### src/rtl/jsu_pkg.sv
// Types, codes and decode helpers for the JSON string unescape block.
package jsu_pkg;

  // Scan state of the decoder.
  typedef enum logic [2:0] {
    M_IDLE   = 3'd0,
    M_STR    = 3'd1,
    M_ESC    = 3'd2,
    M_HEX    = 3'd3,
    M_HI     = 3'd4,
    M_HI_ESC = 3'd5,
    M_HI_HEX = 3'd6
  } mode_t;

  // Result status codes.
  typedef enum logic [2:0] {
    ST_BYTE  = 3'd0,
    ST_DONE  = 3'd1,
    ST_NOQ   = 3'd2,
    ST_CTRL  = 3'd3,
    ST_TRUNC = 3'd4,
    ST_BADU  = 3'd5,
    ST_UNK   = 3'd6,
    ST_UNTRM = 3'd7
  } status_t;

  // What follows the optional high-surrogate prefix in a result list.
  typedef enum logic [1:0] {
    BODY_NONE = 2'd0,
    BODY_ONE  = 2'd1,
    BODY_CP   = 2'd2
  } body_kind_t;

  typedef struct packed {
    body_kind_t  kind;
    logic [7:0]  data;
    status_t     stat;
    mode_t       mode;
  } action_t;

  typedef struct packed {
    logic [3:0][7:0] bytes;
    logic [2:0]      len;
  } utf8_t;

  typedef struct packed {
    logic       ok;
    logic [3:0] value;
  } hex_t;

  localparam int unsigned MAX_RESULTS = 6;
  localparam int unsigned HIGH_BYTES  = 3;

  localparam logic [7:0] CH_QUOTE  = 8'h22;
  localparam logic [7:0] CH_BSLASH = 8'h5C;
  localparam logic [7:0] CH_SLASH  = 8'h2F;
  localparam logic [7:0] CH_LOW_B  = 8'h62;
  localparam logic [7:0] CH_LOW_F  = 8'h66;
  localparam logic [7:0] CH_LOW_N  = 8'h6E;
  localparam logic [7:0] CH_LOW_R  = 8'h72;
  localparam logic [7:0] CH_LOW_T  = 8'h74;
  localparam logic [7:0] CH_LOW_U  = 8'h75;
  localparam logic [7:0] CTRL_LIMIT = 8'h20;

  localparam logic [15:0] HIGH_FIRST = 16'hD800;
  localparam logic [15:0] HIGH_LAST  = 16'hDBFF;
  localparam logic [15:0] LOW_FIRST  = 16'hDC00;
  localparam logic [15:0] LOW_LAST   = 16'hDFFF;
  localparam logic [20:0] SUPP_BASE  = 21'h10000;

  // One byte of the string body.
  function automatic action_t body_action(logic [7:0] c);
    action_t a;
    a.kind = BODY_ONE;
    a.data = 8'h00;
    a.stat = ST_BYTE;
    a.mode = M_STR;
    if (c == CH_QUOTE) begin
      a.stat = ST_DONE;
      a.mode = M_IDLE;
    end else if (c == CH_BSLASH) begin
      a.kind = BODY_NONE;
      a.mode = M_ESC;
    end else if (c < CTRL_LIMIT) begin
      a.stat = ST_CTRL;
      a.mode = M_IDLE;
    end else begin
      a.data = c;
    end
    return a;
  endfunction

  // The byte after a backslash. A 'u' opens a hex escape.
  function automatic action_t escape_action(logic [7:0] c);
    action_t a;
    a.kind = BODY_ONE;
    a.data = 8'h00;
    a.stat = ST_BYTE;
    a.mode = M_STR;
    case (c)
      CH_QUOTE:  a.data = CH_QUOTE;
      CH_BSLASH: a.data = CH_BSLASH;
      CH_SLASH:  a.data = CH_SLASH;
      CH_LOW_B:  a.data = 8'h08;
      CH_LOW_F:  a.data = 8'h0C;
      CH_LOW_N:  a.data = 8'h0A;
      CH_LOW_R:  a.data = 8'h0D;
      CH_LOW_T:  a.data = 8'h09;
      CH_LOW_U: begin
        a.kind = BODY_NONE;
        a.mode = M_HEX;
      end
      default: begin
        a.stat = ST_UNK;
        a.mode = M_IDLE;
      end
    endcase
    return a;
  endfunction

  // Hex digit in either case.
  function automatic hex_t hex_digit(logic [7:0] c);
    hex_t h;
    h.ok = 1'b1;
    h.value = 4'h0;
    if (c >= 8'h30 && c <= 8'h39) begin
      h.value = c[3:0];
    end else if ((c >= 8'h61 && c <= 8'h66) || (c >= 8'h41 && c <= 8'h46)) begin
      h.value = c[3:0] + 4'd9;
    end else begin
      h.ok = 1'b0;
    end
    return h;
  endfunction

  // UTF-8 encoding of a code point below 0x110000.
  function automatic utf8_t utf8_encode(logic [20:0] cp);
    utf8_t u;
    u.bytes = '0;
    if (cp < 21'h80) begin
      u.len = 3'd1;
      u.bytes[0] = cp[7:0];
    end else if (cp < 21'h800) begin
      u.len = 3'd2;
      u.bytes[0] = {3'b110, cp[10:6]};
      u.bytes[1] = {2'b10, cp[5:0]};
    end else if (cp < 21'h10000) begin
      u.len = 3'd3;
      u.bytes[0] = {4'b1110, cp[15:12]};
      u.bytes[1] = {2'b10, cp[11:6]};
      u.bytes[2] = {2'b10, cp[5:0]};
    end else begin
      u.len = 3'd4;
      u.bytes[0] = {5'b11110, cp[20:18]};
      u.bytes[1] = {2'b10, cp[17:12]};
      u.bytes[2] = {2'b10, cp[11:6]};
      u.bytes[3] = {2'b10, cp[5:0]};
    end
    return u;
  endfunction

endpackage

### src/rtl/json_string_unescape_utf8.sv
// Streaming JSON string literal decoder that emits UTF-8 bytes.
//
//   channel  handshake           payload                 direction
//   input    in_valid/in_stall   in_byte, input_end      into the block
//   output   out_valid/out_stall out_byte, status, last  out of the block
//
// An input transfer is decoded in the cycle it is taken; its 0 to 6 results
// go into a six-entry buffer and leave one per cycle while out_stall is low.
// The next input is taken as the last result leaves, so unstalled items with
// at most one result flow at one per clock and longer lists hold the input.
// Reset (rst, synchronous) returns to idle, awaiting an opening quote, with an
// empty buffer. An output stall holds the current result and the input.
module json_string_unescape_utf8 (
  input  logic       clk,
  input  logic       rst,
  input  logic       in_valid,
  output logic       in_stall,
  input  logic [7:0] in_byte,
  input  logic       input_end,
  output logic       out_valid,
  input  logic       out_stall,
  output logic [7:0] out_byte,
  output logic [2:0] status,
  output logic       last
);
  import jsu_pkg::*;

  // Decoder state.
  mode_t       mode, mode_next;
  logic [15:0] hex_value, hex_value_next;
  logic [1:0]  hex_cnt, hex_cnt_next;
  logic [9:0]  pend_high, pend_high_next;

  // Result buffer.
  logic [7:0] res_byte [MAX_RESULTS];
  logic [2:0] res_stat [MAX_RESULTS];
  logic [2:0] res_cnt;
  logic [2:0] res_idx;

  // Decode outputs for the item at the port.
  logic        hi_en;
  action_t     act;
  logic [20:0] cp;
  utf8_t       enc;
  hex_t        hd;
  logic [15:0] hv;
  logic [2:0]  pre;
  logic [2:0]  body_len;
  logic [2:0]  n;
  logic [2:0]  j;
  logic [7:0]  slot_byte [MAX_RESULTS];
  logic [2:0]  slot_stat [MAX_RESULTS];
  logic [7:0]  high_byte [HIGH_BYTES];

  logic in_take;
  logic out_take;

  // Handshake: take new input once the buffer is empty or drains this cycle.
  assign out_valid = (res_idx != res_cnt);
  assign last      = out_valid && (res_idx == res_cnt - 3'd1);
  assign out_take  = out_valid && !out_stall;
  assign in_stall  = out_valid && !(out_take && last);
  assign in_take   = in_valid && !in_stall;
  assign out_byte  = out_valid ? res_byte[res_idx] : 8'h00;
  assign status    = out_valid ? res_stat[res_idx] : ST_BYTE;

  // The pending high surrogate, 0xD800 plus pend_high, always encodes as three bytes.
  assign high_byte[0] = 8'hED;
  assign high_byte[1] = {4'b1010, pend_high[9:6]};
  assign high_byte[2] = {2'b10, pend_high[5:0]};

  assign hd = hex_digit(in_byte);
  assign hv = {hex_value[11:0], hd.value};

  // Next state and the shape of the result list.
  always_comb begin
    mode_next      = mode;
    hex_value_next = hex_value;
    hex_cnt_next   = hex_cnt;
    pend_high_next = pend_high;
    hi_en          = 1'b0;
    act            = '{kind: BODY_NONE, data: 8'h00, stat: ST_BYTE, mode: M_IDLE};
    cp             = '0;
    unique case (mode)
      M_STR: begin
        if (input_end) begin
          act = '{kind: BODY_ONE, data: 8'h00, stat: ST_UNTRM, mode: M_IDLE};
        end else begin
          act = body_action(in_byte);
        end
        mode_next = act.mode;
      end
      M_ESC: begin
        if (input_end) begin
          act = '{kind: BODY_ONE, data: 8'h00, stat: ST_TRUNC, mode: M_IDLE};
        end else begin
          act = escape_action(in_byte);
        end
        mode_next = act.mode;
        if (act.mode == M_HEX) begin
          hex_value_next = '0;
          hex_cnt_next   = '0;
        end
      end
      M_HEX, M_HI_HEX: begin
        if (input_end || !hd.ok) begin
          hi_en     = (mode == M_HI_HEX);
          act       = '{kind: BODY_ONE, data: 8'h00, stat: ST_BADU, mode: M_IDLE};
          mode_next = M_IDLE;
        end else if (hex_cnt != 2'd3) begin
          hex_value_next = hv;
          hex_cnt_next   = hex_cnt + 2'd1;
        end else begin
          hex_value_next = hv;
          hex_cnt_next   = '0;
          if (mode == M_HI_HEX && hv >= LOW_FIRST && hv <= LOW_LAST) begin
            // Surrogate pair joins into one supplementary code point.
            cp        = SUPP_BASE + {1'b0, pend_high, hv[9:0]};
            act.kind  = BODY_CP;
            mode_next = M_STR;
          end else begin
            hi_en = (mode == M_HI_HEX);
            if (hv >= HIGH_FIRST && hv <= HIGH_LAST) begin
              pend_high_next = hv[9:0];
              mode_next      = M_HI;
            end else begin
              cp        = {5'b0, hv};
              act.kind  = BODY_CP;
              mode_next = M_STR;
            end
          end
        end
      end
      M_HI: begin
        if (!input_end && in_byte == CH_BSLASH) begin
          mode_next = M_HI_ESC;
        end else begin
          hi_en = 1'b1;
          if (input_end) begin
            act = '{kind: BODY_ONE, data: 8'h00, stat: ST_UNTRM, mode: M_IDLE};
          end else begin
            act = body_action(in_byte);
          end
          mode_next = act.mode;
        end
      end
      M_HI_ESC: begin
        if (!input_end && in_byte == CH_LOW_U) begin
          hex_value_next = '0;
          hex_cnt_next   = '0;
          mode_next      = M_HI_HEX;
        end else begin
          hi_en = 1'b1;
          if (input_end) begin
            act = '{kind: BODY_ONE, data: 8'h00, stat: ST_TRUNC, mode: M_IDLE};
          end else begin
            act = escape_action(in_byte);
          end
          mode_next = act.mode;
        end
      end
      default: begin
        // Idle, and any unused code, waits for the opening quote.
        if (!input_end && in_byte == CH_QUOTE) begin
          mode_next = M_STR;
        end else begin
          act       = '{kind: BODY_ONE, data: 8'h00, stat: ST_NOQ, mode: M_IDLE};
          mode_next = M_IDLE;
        end
      end
    endcase
  end

  assign enc = utf8_encode(cp);

  // Lay the optional high-surrogate prefix and the body into result slots.
  always_comb begin
    pre = hi_en ? 3'(HIGH_BYTES) : 3'd0;
    case (act.kind)
      BODY_ONE: body_len = 3'd1;
      BODY_CP:  body_len = enc.len;
      default:  body_len = 3'd0;
    endcase
    n = pre + body_len;
    j = '0;
    for (int i = 0; i < MAX_RESULTS; i++) begin
      j = 3'(i) - pre;
      slot_byte[i] = 8'h00;
      slot_stat[i] = ST_BYTE;
      if (hi_en && i < HIGH_BYTES) begin
        slot_byte[i] = high_byte[i];
      end else if (act.kind == BODY_ONE) begin
        slot_byte[i] = act.data;
        slot_stat[i] = act.stat;
      end else if (j < 3'd4) begin
        slot_byte[i] = enc.bytes[j[1:0]];
      end
    end
  end

  // Control state and buffer pointers.
  always_ff @(posedge clk) begin
    if (rst) begin
      mode      <= M_IDLE;
      hex_value <= '0;
      hex_cnt   <= '0;
      pend_high <= '0;
      res_cnt   <= '0;
      res_idx   <= '0;
    end else if (in_take) begin
      mode      <= mode_next;
      hex_value <= hex_value_next;
      hex_cnt   <= hex_cnt_next;
      pend_high <= pend_high_next;
      res_cnt   <= n;
      res_idx   <= '0;
    end else if (out_take) begin
      res_idx <= res_idx + 3'd1;
    end
  end

  // Result payload, loaded whole on each input transfer.
  always_ff @(posedge clk) begin
    if (in_take) begin
      for (int i = 0; i < MAX_RESULTS; i++) begin
        res_byte[i] <= slot_byte[i];
        res_stat[i] <= slot_stat[i];
      end
    end
  end

endmodule

### config.mk
export PLATFORM = sky130hd
export DESIGN_NAME = json_string_unescape_utf8
export DESIGN_NICKNAME = d
export VERILOG_FILES = /design/src/rtl/jsu_pkg.sv /design/src/rtl/json_string_unescape_utf8.sv
export SDC_FILE = /design/constraint.sdc
export NUM_CORES = 1
export LEC_CHECK = 0
export ABC_CLOCK_PERIOD_IN_PS = 4600
export BUFFER_PORTS_ARGS = -buffer_cell sky130_fd_sc_hd__buf_2
export CAP_MARGIN = 40
export CORE_UTILIZATION = 62
export DETAILED_ROUTE_END_ITERATION = 10
export PLACE_DENSITY_LB_ADDON = 0.08
export SLEW_MARGIN = 0
export SYNTH_ARGS = -nofsm -noshare
export SYNTH_HDL_FRONTEND = slang
export SYNTH_SLANG_ARGS = --single-unit
### constraint.sdc
create_clock -name clk -period 4.6 [get_ports clk]
set_clock_uncertainty 0.2 [all_clocks]
set_input_delay 0.46 -clock clk [delete_from_list [all_inputs] [get_ports clk]]
set_output_delay 0.46 -clock clk [all_outputs]
set_load 0.005 [all_outputs]
==> results of run 1 <==
## layer usage
metal	global-route usage, %	part of all wire (%)
met1	45.9	44
met2	51.1	45
met3	6.39	7.8
met4	12.0	3.3
met5	0	0
## power by group through the flow
stage | registers [mW] | clock network, mW | logic [mW]
finish | 1.09 | 0.511 | 0.534
global route | 1.10 | 0.553 | 0.588
CTS | 1.09 | 0.518 | 0.537
detailed placement | 1.11 | 0 | 0.535
global placement | 1.12 | 0 | 0.495
floorplan | 1.07 | 0 | 0.385
## layout make-up
class                           count  area (µm²)  share of cell area [%]
Clock buffer                       11         153                    2.44
Inverter                           21        78.8                    1.26
Multi-Input combinational cell    493        3240                    51.8
Timing Repair Buffer               41         260                    4.17
Clock inverter                      5        35.0                   0.561
Tap cell                          111         139                    2.22
Sequential cell                    90        2340                    37.5
## Yosys cell counts (11+ instances only)
library cell | n | area (µm²)
edfxtp_1 | 54 | 1620
inv_1 | 20 | 75.1
ha_1 | 11 | 138
nand2_1 | 57 | 214
nand2b_1 | 18 | 113
buf_2 | 16 | 80.1
clkbuf_1 | 29 | 109
o21ai_0 | 46 | 230
nor3_1 | 18 | 90.1
mux2i_1 | 17 | 170
nand3_1 | 39 | 195
nor2_1 | 66 | 248
a211oi_1 | 17 | 128
dfxtp_1 | 36 | 721
a21oi_1 | 38 | 190
## per-stage QoR
stage                     hold slack, ns  worst slack, ns  cell area [µm²]  utilization (%)
after detailed placement           0.275            0.228             6060             65.9
after CTS                          0.291            0.577             6240             67.9
after global routing               0.335            0.106             6240             67.9
final                              0.291            0.474             6240             67.9
after floorplan                    0.241            0.705             5860                -
after global placement             0.268            0.482             6020             65.5
## cell families after synthesis
group	share of synthesized area [%]
simple gates	22.1
compound gates	21.6
flops	39.9
buf+inv	4.95
mux	6.36
xor+xnor	2.18
fa+ha+maj	2.86
## worst register-to-register path, delay by kind of cell, from the launching register on
family | cells | cell delay (ns)
and+or+nand+nor | 3 | 0.97
AOI/OAI and AO/OA | 2 | 0.41
xor gates and xnor gates | 2 | 0.45
buffers and inverters | 1 | 0.26
DFF | 1 | 0.71
adders and majority gates | 2 | 0.74
## path summary, 6_finish.rpt
path	depth (start not counted)	slack [ns]	endpoint	start
setup / recovery	15	0.47	res_byte[3][3]	in_byte[0]
hold / removal	2	0.29	hex_cnt[1]	hex_cnt[1]
setup reg to reg	10	0.80	res_cnt[2]	mode[0]
hold reg to reg	2	0.29	hex_cnt[1]	hex_cnt[1]
## state kept, by name, indices dropped and copies added (netlist names), named ones only
| signal | cells |
|---|---|
| res_byte | 48 |
| hex_value | 12 |
| pend_high | 10 |
| res_stat | 6 |
| mode | 3 |
| res_cnt | 3 |
| res_idx | 3 |
| hex_cnt | 2 |
==> flow_summary.yaml, run 1 <==
run_status:
  status: "finished clean"
sta:
  slew_viol_final: 0
  rsz0062_at_grt: "no"
  hold_viol_final: 0
  worstMarginPinSlew_ns: 0.883
  min_period_ns: 4.13
  final.setup.tns_ns: 0
  timing.final.crit_share_pct: 89.7
  setup_viol: 0
  fmax_mhz: 242
  slew_headroom_pct: 40.9
clock_network:
  clockBufferDepth: 2
  cts_tree: "done"
  clock_sinks: 90
  clkLatencyLatePin_ns: 0.35
  cts-htree-levels: 3
  cts_setup_buffers: 0
  cts.repair.resized: 0
  clk_pin_slew_ns: 0.08
  ctsHoldBuffers: 0
  cts_root_buffer: "clkbuf_8"
  cts_inserted_buffers: 9
worst_setup_path:
  cp.required_ns: 4.57
  critPathBufInv: 3
  crit_fanout: 17
  path_cells: "buf_2 -> inv_1 -> ha_1 -> or3b_1 -> and3_1 -> o21ai_1 -> o21ai_0 -> nand2_1 -> nand3_1 -> inv_1 -> ha_1 -> nand2_1 -> o31ai_2 -> a2111oi_0 -> a211oi_1"
  slowest_stage: "ha_1"
  critPathLaunchType: "input port"
  slowest_delay_ns: 0.52
  end_kind: "flip-flop"
  path_delay_family: "simple AND/OR/NAND/NOR gates"
  path_class: "input port to flip-flop"
  arrival_ns: 4.09
die:
  num_rows: 35
  die_w_um: 99.2
  start_util_pct: 63.8
  fp.dieH_um: 99.2
  ios: 27
  core-area_mm2: 0.00920
  die_area_mm2: 0.00985
global_routing:
  grt_usage_pct: 32.9
  grt_pass1_wl_mm: 25.4
  grt_overflow: 0
  grt_pass1_vias: 4878
  grt_max_degree: 63
  grt_antenna_before_repair: 0
drt:
  drc_errors: 0
  ant_nets: 0
  firstDrtPassIters: 5
  post_drt_wl_per_cell_um: 20.2
  wirelength_mm: 15.6
  post_drt_via_cell_ratio: 6.68
  vias: 5158
  drtIter0Drc: 445
power_and_ir_drop:
  clkPwrFrac_pct: 23.9
  p_seq_share_pct: 51.1
  p_sw_share_pct: 30.6
  p_leak_nw: 2.22
  power_density_mw_per_mm2: 342
  peakVddDrop_v: 0.000198
  total_power_mw: 2.14
  internal_power_mw: 1.48
  p_comb_share_pct: 25.0
  p_sw_uw: 654
synth:
  syn_nets: 678
  seq_area_frac_synth_pct: 39.9
  synth-edff-count: 54
  ys_async_sr_fraction_pct: 0
  synthFlopType: "edfxtp_1"
  synth_area_mm2: 0.00586
  ys_warn_count: 0
  yosys_register_bits: 90
  synthDistinctLibCells: 82
  postSynthAreaPerCell_um2: 8.98
  syn_inst: 653
job:
  cap_violations: 0
layout:
  layout.nets: 681
  insertedDiodeCount: 0
  fill_cells: 749
  syn2layout_area_growth_pct: 6.49
  layoutNonFillerInstCount: 772
  most-common-layout-cells: "nor2_1 (66), nand2_1 (57), edfxtp_1 (54), o21ai_0 (46), nand3_1 (39)"
  drive_gt1_share_pct: 12.3
  final_common_cell: "nor2_1"
hold_path:
  min_path_type: "flip-flop to flip-flop"
placed_design:
  port_buffers: 26
  dp.cells: 756
  post-dp-hpwl_mm: 11.7
  place.gp.congestion: 0.953
Power figures use the tool's default switching activity.
==> run 2: changes to the inputs <==
- ABC_CLOCK_PERIOD_IN_PS: 4600 -> 3700
- CORE_UTILIZATION: 62 -> 56
- clock period: 4.6 -> 3.7 ns (I/O delays scaled with it)
==> run 2 against run 1 <==
Against the previous run:
- non-clock buffer count rose by 35
- die area rose by 10%
- design area rose by 4.3%
- register-to-register slack got worse by 0.44 ns
- final cell count rose by 7.4%
- worst setup slack got worse by 0.15 ns
- worst hold slack got worse by 0.030 ns
- sequential share of layout area fell by 1.6 points
- largest power group unchanged
==> flow_summary.yaml, run 2 (synthesis results as in run 1) <==
global_routing:
  grt_pass1_vias: 4955
  grt_overflow: 0
  top_usage_layer: "met2"
  grt_usage_pct: 30.8
  grt_pass1_wl_mm: 26.4
  gr-usage-met2_pct: 48.1
  use_met1_pct: 44.5
  grt_antenna_before_repair: 0
  use_met3_pct: 4.39
  grt_max_degree: 63
die:
  core-area_mm2: 0.00995
  die_area_mm2: 0.0109
  ios: 27
  start_util_pct: 58.9
  fp.dieH_um: 104
  num_rows: 36
  die_w_um: 104
worst_setup_path:
  cp.required_ns: 3.78
  timing.rr.start: "hex_value[8]"
  r2r_cells: 11
  crit_fanout: 3
  arrival_ns: 3.46
  critPathLaunchType: "input port"
  path_class: "input port to flip-flop"
  ff2ff_setup_slack_ns: 0.36
  end_kind: "flip-flop"
  r2r-end: "res_cnt[1]"
clock_network:
  clock_sinks: 90
  ctsHoldBuffers: 0
  cts_setup_buffers: 0
  cts.repair.resized: 0
  clockBufferDepth: 2
  clkLatencyLatePin_ns: 0.36
  cts_tree: "done"
  cts-htree-levels: 3
  cts_root_buffer: "clkbuf_8"
  cts_inserted_buffers: 9
  clk_pin_slew_ns: 0.09
layout:
  regArea_mm2: 0.00234
  most-common-layout-cells: "nor2_1 (66), nand2_1 (57), edfxtp_1 (54), buf_4 (48), o21ai_0 (46)"
  final_common_cell: "nor2_1"
  insertedDiodeCount: 0
  drive_gt1_share_pct: 16.7
  fill_cells: 859
  top_register: "res_byte"
  largest_reg_flops: 48
  top_regs: "res_byte x48, hex_value x12, pend_high x10"
  layout.nets: 716
  syn2layout_area_growth_pct: 11.1
  multi_input_area_mm2: 0.00324
sta:
  worstMarginPinSlew_ns: 0.880
  min_period_ns: 3.38
  fin_ws_ns: 0.320
  fmax_mhz: 296
  slew_headroom_pct: 41.1
  rsz0062_at_grt: "no"
  slew_viol_final: 0
  setup_viol: 0
  timing.final.crit_share_pct: 91.3
  hold_viol_final: 0
placed_design:
  port_buffers: 26
  place.gp.congestion: 0.889
  post-dp-hpwl_mm: 12.1
  place_ws_ns: -0.0418
power_and_ir_drop:
  p_leak_nw: 2.36
  total_power_mw: 2.63
  peakVddDrop_v: 0.000290
  power_density_mw_per_mm2: 404
drt:
  wirelength_mm: 16.0
  drc_errors: 0
  firstDrtPassIters: 5
  drtIter0Drc: 463
  ant_nets: 0
  post_drt_wl_per_cell_um: 19.3
  vias: 5245
  post_drt_via_cell_ratio: 6.33
hold_path:
  holdPathEnd: "res_idx[1]"
  min_path_cells: 4
  worstHoldStart: "out_stall"
  min_path_type: "input port to flip-flop"
job:
  cap_violations: 0
run_status:
  status: "finished clean"
[run 2: cell count changes in the layout (fill, tap and decap cells not counted)]
cell / change
buf_12: +1
buf_16: -1
buf_2: -1
buf_4: +35
buf_8: +1
clkbuf_1: +1
clkbuf_16: -1
clkinvlp_2: +1
clkinvlp_4: +2
inv_4: -2
inv_8: -1
o21ai_1: -1
o21ai_2: +1
[run 2: layout make-up]
| class | instances | share of cell area (%) |
|---|---|---|
| multi-input combinational | 493 | 49.7 |
| sequential | 90 | 36.0 |
| clock inverter | 5 | 0.480 |
| clock buffer | 11 | 2.02 |
| tap | 133 | 2.55 |
| timing repair buffer | 76 | 8.07 |
| inverter | 21 | 1.21 |
[run 2: through the flow]
| stage | hold WS (ns) | area (µm²) | utilization, % | instances | setup TNS (ns) |
|---|---|---|---|---|---|
| finish | 0.261 | 6520 | 65.4 | 829 | 0 |
| CTS | 0.251 | 6520 | 65.4 | 829 | 0 |
| floorplan | 0.241 | 5870 | - | 653 | 0 |
| global route | 0.281 | 6520 | 65.4 | 829 | 0 |
| detailed placement | 0.274 | 6350 | 63.8 | 813 | -0.0418 |
| global placement | 0.266 | 6340 | 63.7 | 812 | 0 |
[run 2: power breakdown]
| group | leakage [nW] | total [mW] | switching [mW] | internal [mW] |
|---|---|---|---|---|
| logic | 1.47 | 0.715 | 0.415 | 0.300 |
| clock network | 0.0692 | 0.582 | 0.342 | 0.241 |
| registers | 0.819 | 1.34 | 0.0592 | 1.28 |
| total | 2.36 | 2.63 | 0.816 | 1.82 |
[run 2: how the worst max path moves through the flow]
stage / startpoint / to / slack, ns / cells after the start
4_1_cts: in_byte[1] / res_cnt[2] / 0.34 / 14
3_3_place_gp: in_byte[1] / res_cnt[2] / 0.09 / 14
2_1_floorplan: in_byte[0] / res_cnt[2] / 0.06 / 20
5_1_grt: hex_value[8] / res_cnt[1] / 0.06 / 11
3_5_place_dp: in_byte[1] / res_cnt[2] / -0.04 / 14
6_report: in_byte[1] / res_cnt[2] / 0.32 / 14
[run 2: routing by layer]
layer | vias up | part of all wire [%]
met5 | - | 0
met4 | 0 | 1.9
met3 | 24 | 7.3
met2 | 223 | 46
met1 | 2492 | 45
li1 | 2506 | -
[run 2: worst max-delay path, cell delays in order]
cell     delay (ns)
buf_2          0.10
inv_1          0.09
ha_1           0.21
or3b_1         0.40
and3_1         0.21
o21ai_2        0.12
o21ai_0        0.10
nand2_1        0.08
nand3_1        0.10
ha_1           0.35
or4b_1         0.56
fa_1           0.43
xnor2_1        0.14
o31ai_1        0.20
==> run 3: changes to the inputs <==
- CELL_PAD_IN_SITES_DETAIL_PLACEMENT: not set -> 0
- CELL_PAD_IN_SITES_GLOBAL_PLACEMENT: not set -> 1
- CORE_UTILIZATION: 56 -> 44
==> run 3 against run 2 <==
Against the previous run:
- clock-buffer cell count grew 1
- combinational power fell by 0.6%
- non-clock buffer count increased by 4
- final cell count grew 5.2%
- sequential power barely moved
- via count is 0.48% lower
- clock power increased by 47%
- maximum frequency down 2.6%
- critical endpoint unchanged
- largest power group unchanged
==> flow_summary.yaml, run 3 (synthesis results as in run 1) <==
global_routing:
  grt_pass1_vias: 4933
  grt_usage_pct: 26.5
  grt_max_degree: 63
  grt_overflow: 0
  grt_pass1_wl_mm: 28.0
  grt_antenna_before_repair: 0
sta:
  setup_viol: 0
  timing.final.crit_share_pct: 93.7
  worstMarginPinSlew_ns: 0.947
  fmax_mhz: 288
  whs_ns: 0.251
  min_period_ns: 3.47
  rsz0062_at_grt: "no"
  final.setup.tns_ns: 0
  slew_viol_final: 0
  hold_viol_final: 0
  slew_headroom_pct: 36.7
clock_network:
  cts_root_buffer: "clkbuf_16"
  clkLatencyLatePin_ns: 0.35
  clock_sinks: 90
  cts_inserted_buffers: 9
  clk_pin_slew_ns: 0.06
  clockBufferDepth: 2
  cts-htree-levels: 3
  cts_tree: "done"
layout:
  insertedDiodeCount: 0
  top_register: "res_byte"
  drive_gt1_share_pct: 17.3
  finalInstanceArea_mm2: 0.00669
  final_common_cell: "nor2_1"
  top_regs: "res_byte x48, hex_value x12, pend_high x10"
  fill_cells: 1240
  layout.nets: 720
  syn2layout_area_growth_pct: 14.2
  final_core_util_pct: 52.2
  most-common-layout-cells: "nor2_1 (66), nand2_1 (57), edfxtp_1 (54), buf_4 (53), o21ai_0 (46)"
  largest_reg_flops: 48
die:
  die_area_mm2: 0.0138
  fp.dieH_um: 117
  start_util_pct: 45.7
  num_rows: 41
  core-area_mm2: 0.0128
  die_w_um: 117
  ios: 27
worst_setup_path:
  crit_fanout: 3
  end_kind: "flip-flop"
  cp.required_ns: 3.76
  r2r_cells: 10
  slowest_delay_ns: 0.62
  path_class: "input port to flip-flop"
  path_cells: "buf_2 -> nor4b_1 -> nand3_1 -> or3_1 -> nand3_1 -> ha_1 -> or4b_1 -> fa_1 -> xnor2_1 -> o31ai_1"
  critPathLaunchType: "input port"
  r2r-end: "res_cnt[2]"
  arrival_ns: 3.53
  timing.critical_path.mode_cell: "nand3_1"
  slowest_stage: "nor4b_1"
  ff2ff_setup_slack_ns: 0.34
  timing.rr.start: "mode[0]"
power_and_ir_drop:
  p_leak_nw: 2.44
  power_density_mw_per_mm2: 435
  total_power_mw: 2.91
  peakVddDrop_v: 0.000214
job:
  cap_violations: 0
drt:
  vias: 5220
  drtIter0Drc: 388
  post_drt_via_cell_ratio: 5.99
  firstDrtPassIters: 6
  wirelength_mm: 17.8
  ant_nets: 0
  drc_errors: 0
  post_drt_wl_per_cell_um: 20.4
hold_path:
  holdPathEnd: "res_idx[1]"
  min_path_type: "input port to flip-flop"
  worstHoldStart: "out_stall"
  min_path_cells: 4
placed_design:
  placed_cell_area_mm2: 0.00642
  port_buffers: 26
  place.gp.congestion: 0.934
  post-dp-hpwl_mm: 13.5
run_status:
  status: "finished clean"
run 3: changes by cell type in the layout (fill, tap and decap cells not counted), sizes merged:
cell and change:
clkinvlp -2, inv +1, buf +4, clkbuf +1
run 3: how the worst max path moves through the flow:
stage	from	to	cells past startpoint
after floorplan	in_byte[0]	res_cnt[2]	20
after global placement	in_byte[4]	res_cnt[2]	10
after detailed placement	in_byte[4]	res_cnt[2]	10
after CTS	mode[0]	res_cnt[2]	10
after global routing	in_byte[1]	res_cnt[2]	14
final	in_byte[4]	res_cnt[2]	10
run 3: stage by stage:
step,cells,worst slack [ns]
6_report,872,0.231
5_1_grt,872,0.0525
4_1_cts,872,0.245
3_5_place_dp,856,-0.0585
3_3_place_gp,855,0.0181
2_1_floorplan,653,0.0576
run 3: where the power goes:
part / total (mW) / leakage (nW) / switching (mW) / internal [mW]
clock network: 0.855 / 0.127 / 0.381 / 0.474
registers: 1.34 / 0.819 / 0.0616 / 1.28
logic: 0.711 / 1.49 / 0.418 / 0.293
total: 2.91 / 2.44 / 0.860 / 2.05
run 3: what timing repair did:
item                                    in CTS  in global routing
endpoints found under the setup margin       0                  1
buffers inserted                             0                  0
hold buffers                                 0                  0
hold endpoints to repair                     0                  0
gates resized for setup                      0                  1
run 3: layer usage:
layer	up-vias	part of all wire, %	global-route usage [%]
met5	-	0	0
met2	135	48	43.1
met1	2552	45	34.9
met3	31	4.5	4.52
met4	0	2.7	10.2
li1	2502	-	-
run 3: worst max-delay path, delay by kind of cell:
kind	cells	cell delay, ns
AO/OA/AOI/OAI	1	0.17
AND/OR/NAND/NOR	5	2.04
buffers and inverters	1	0.10
adder cells (fa/ha/maj)	2	0.71
XOR/XNOR	1	0.14
run 3: final cells by class:
type	instances	area, µm²	share of cell area [%]
flip-flops and latches	90	2340	35.0
clock inverters	4	27.5	0.411
repair buffers	80	543	8.11
clock buffers	12	246	3.68
inverters	21	78.8	1.18
multi-input cells	493	3240	48.4
well taps	172	215	3.21
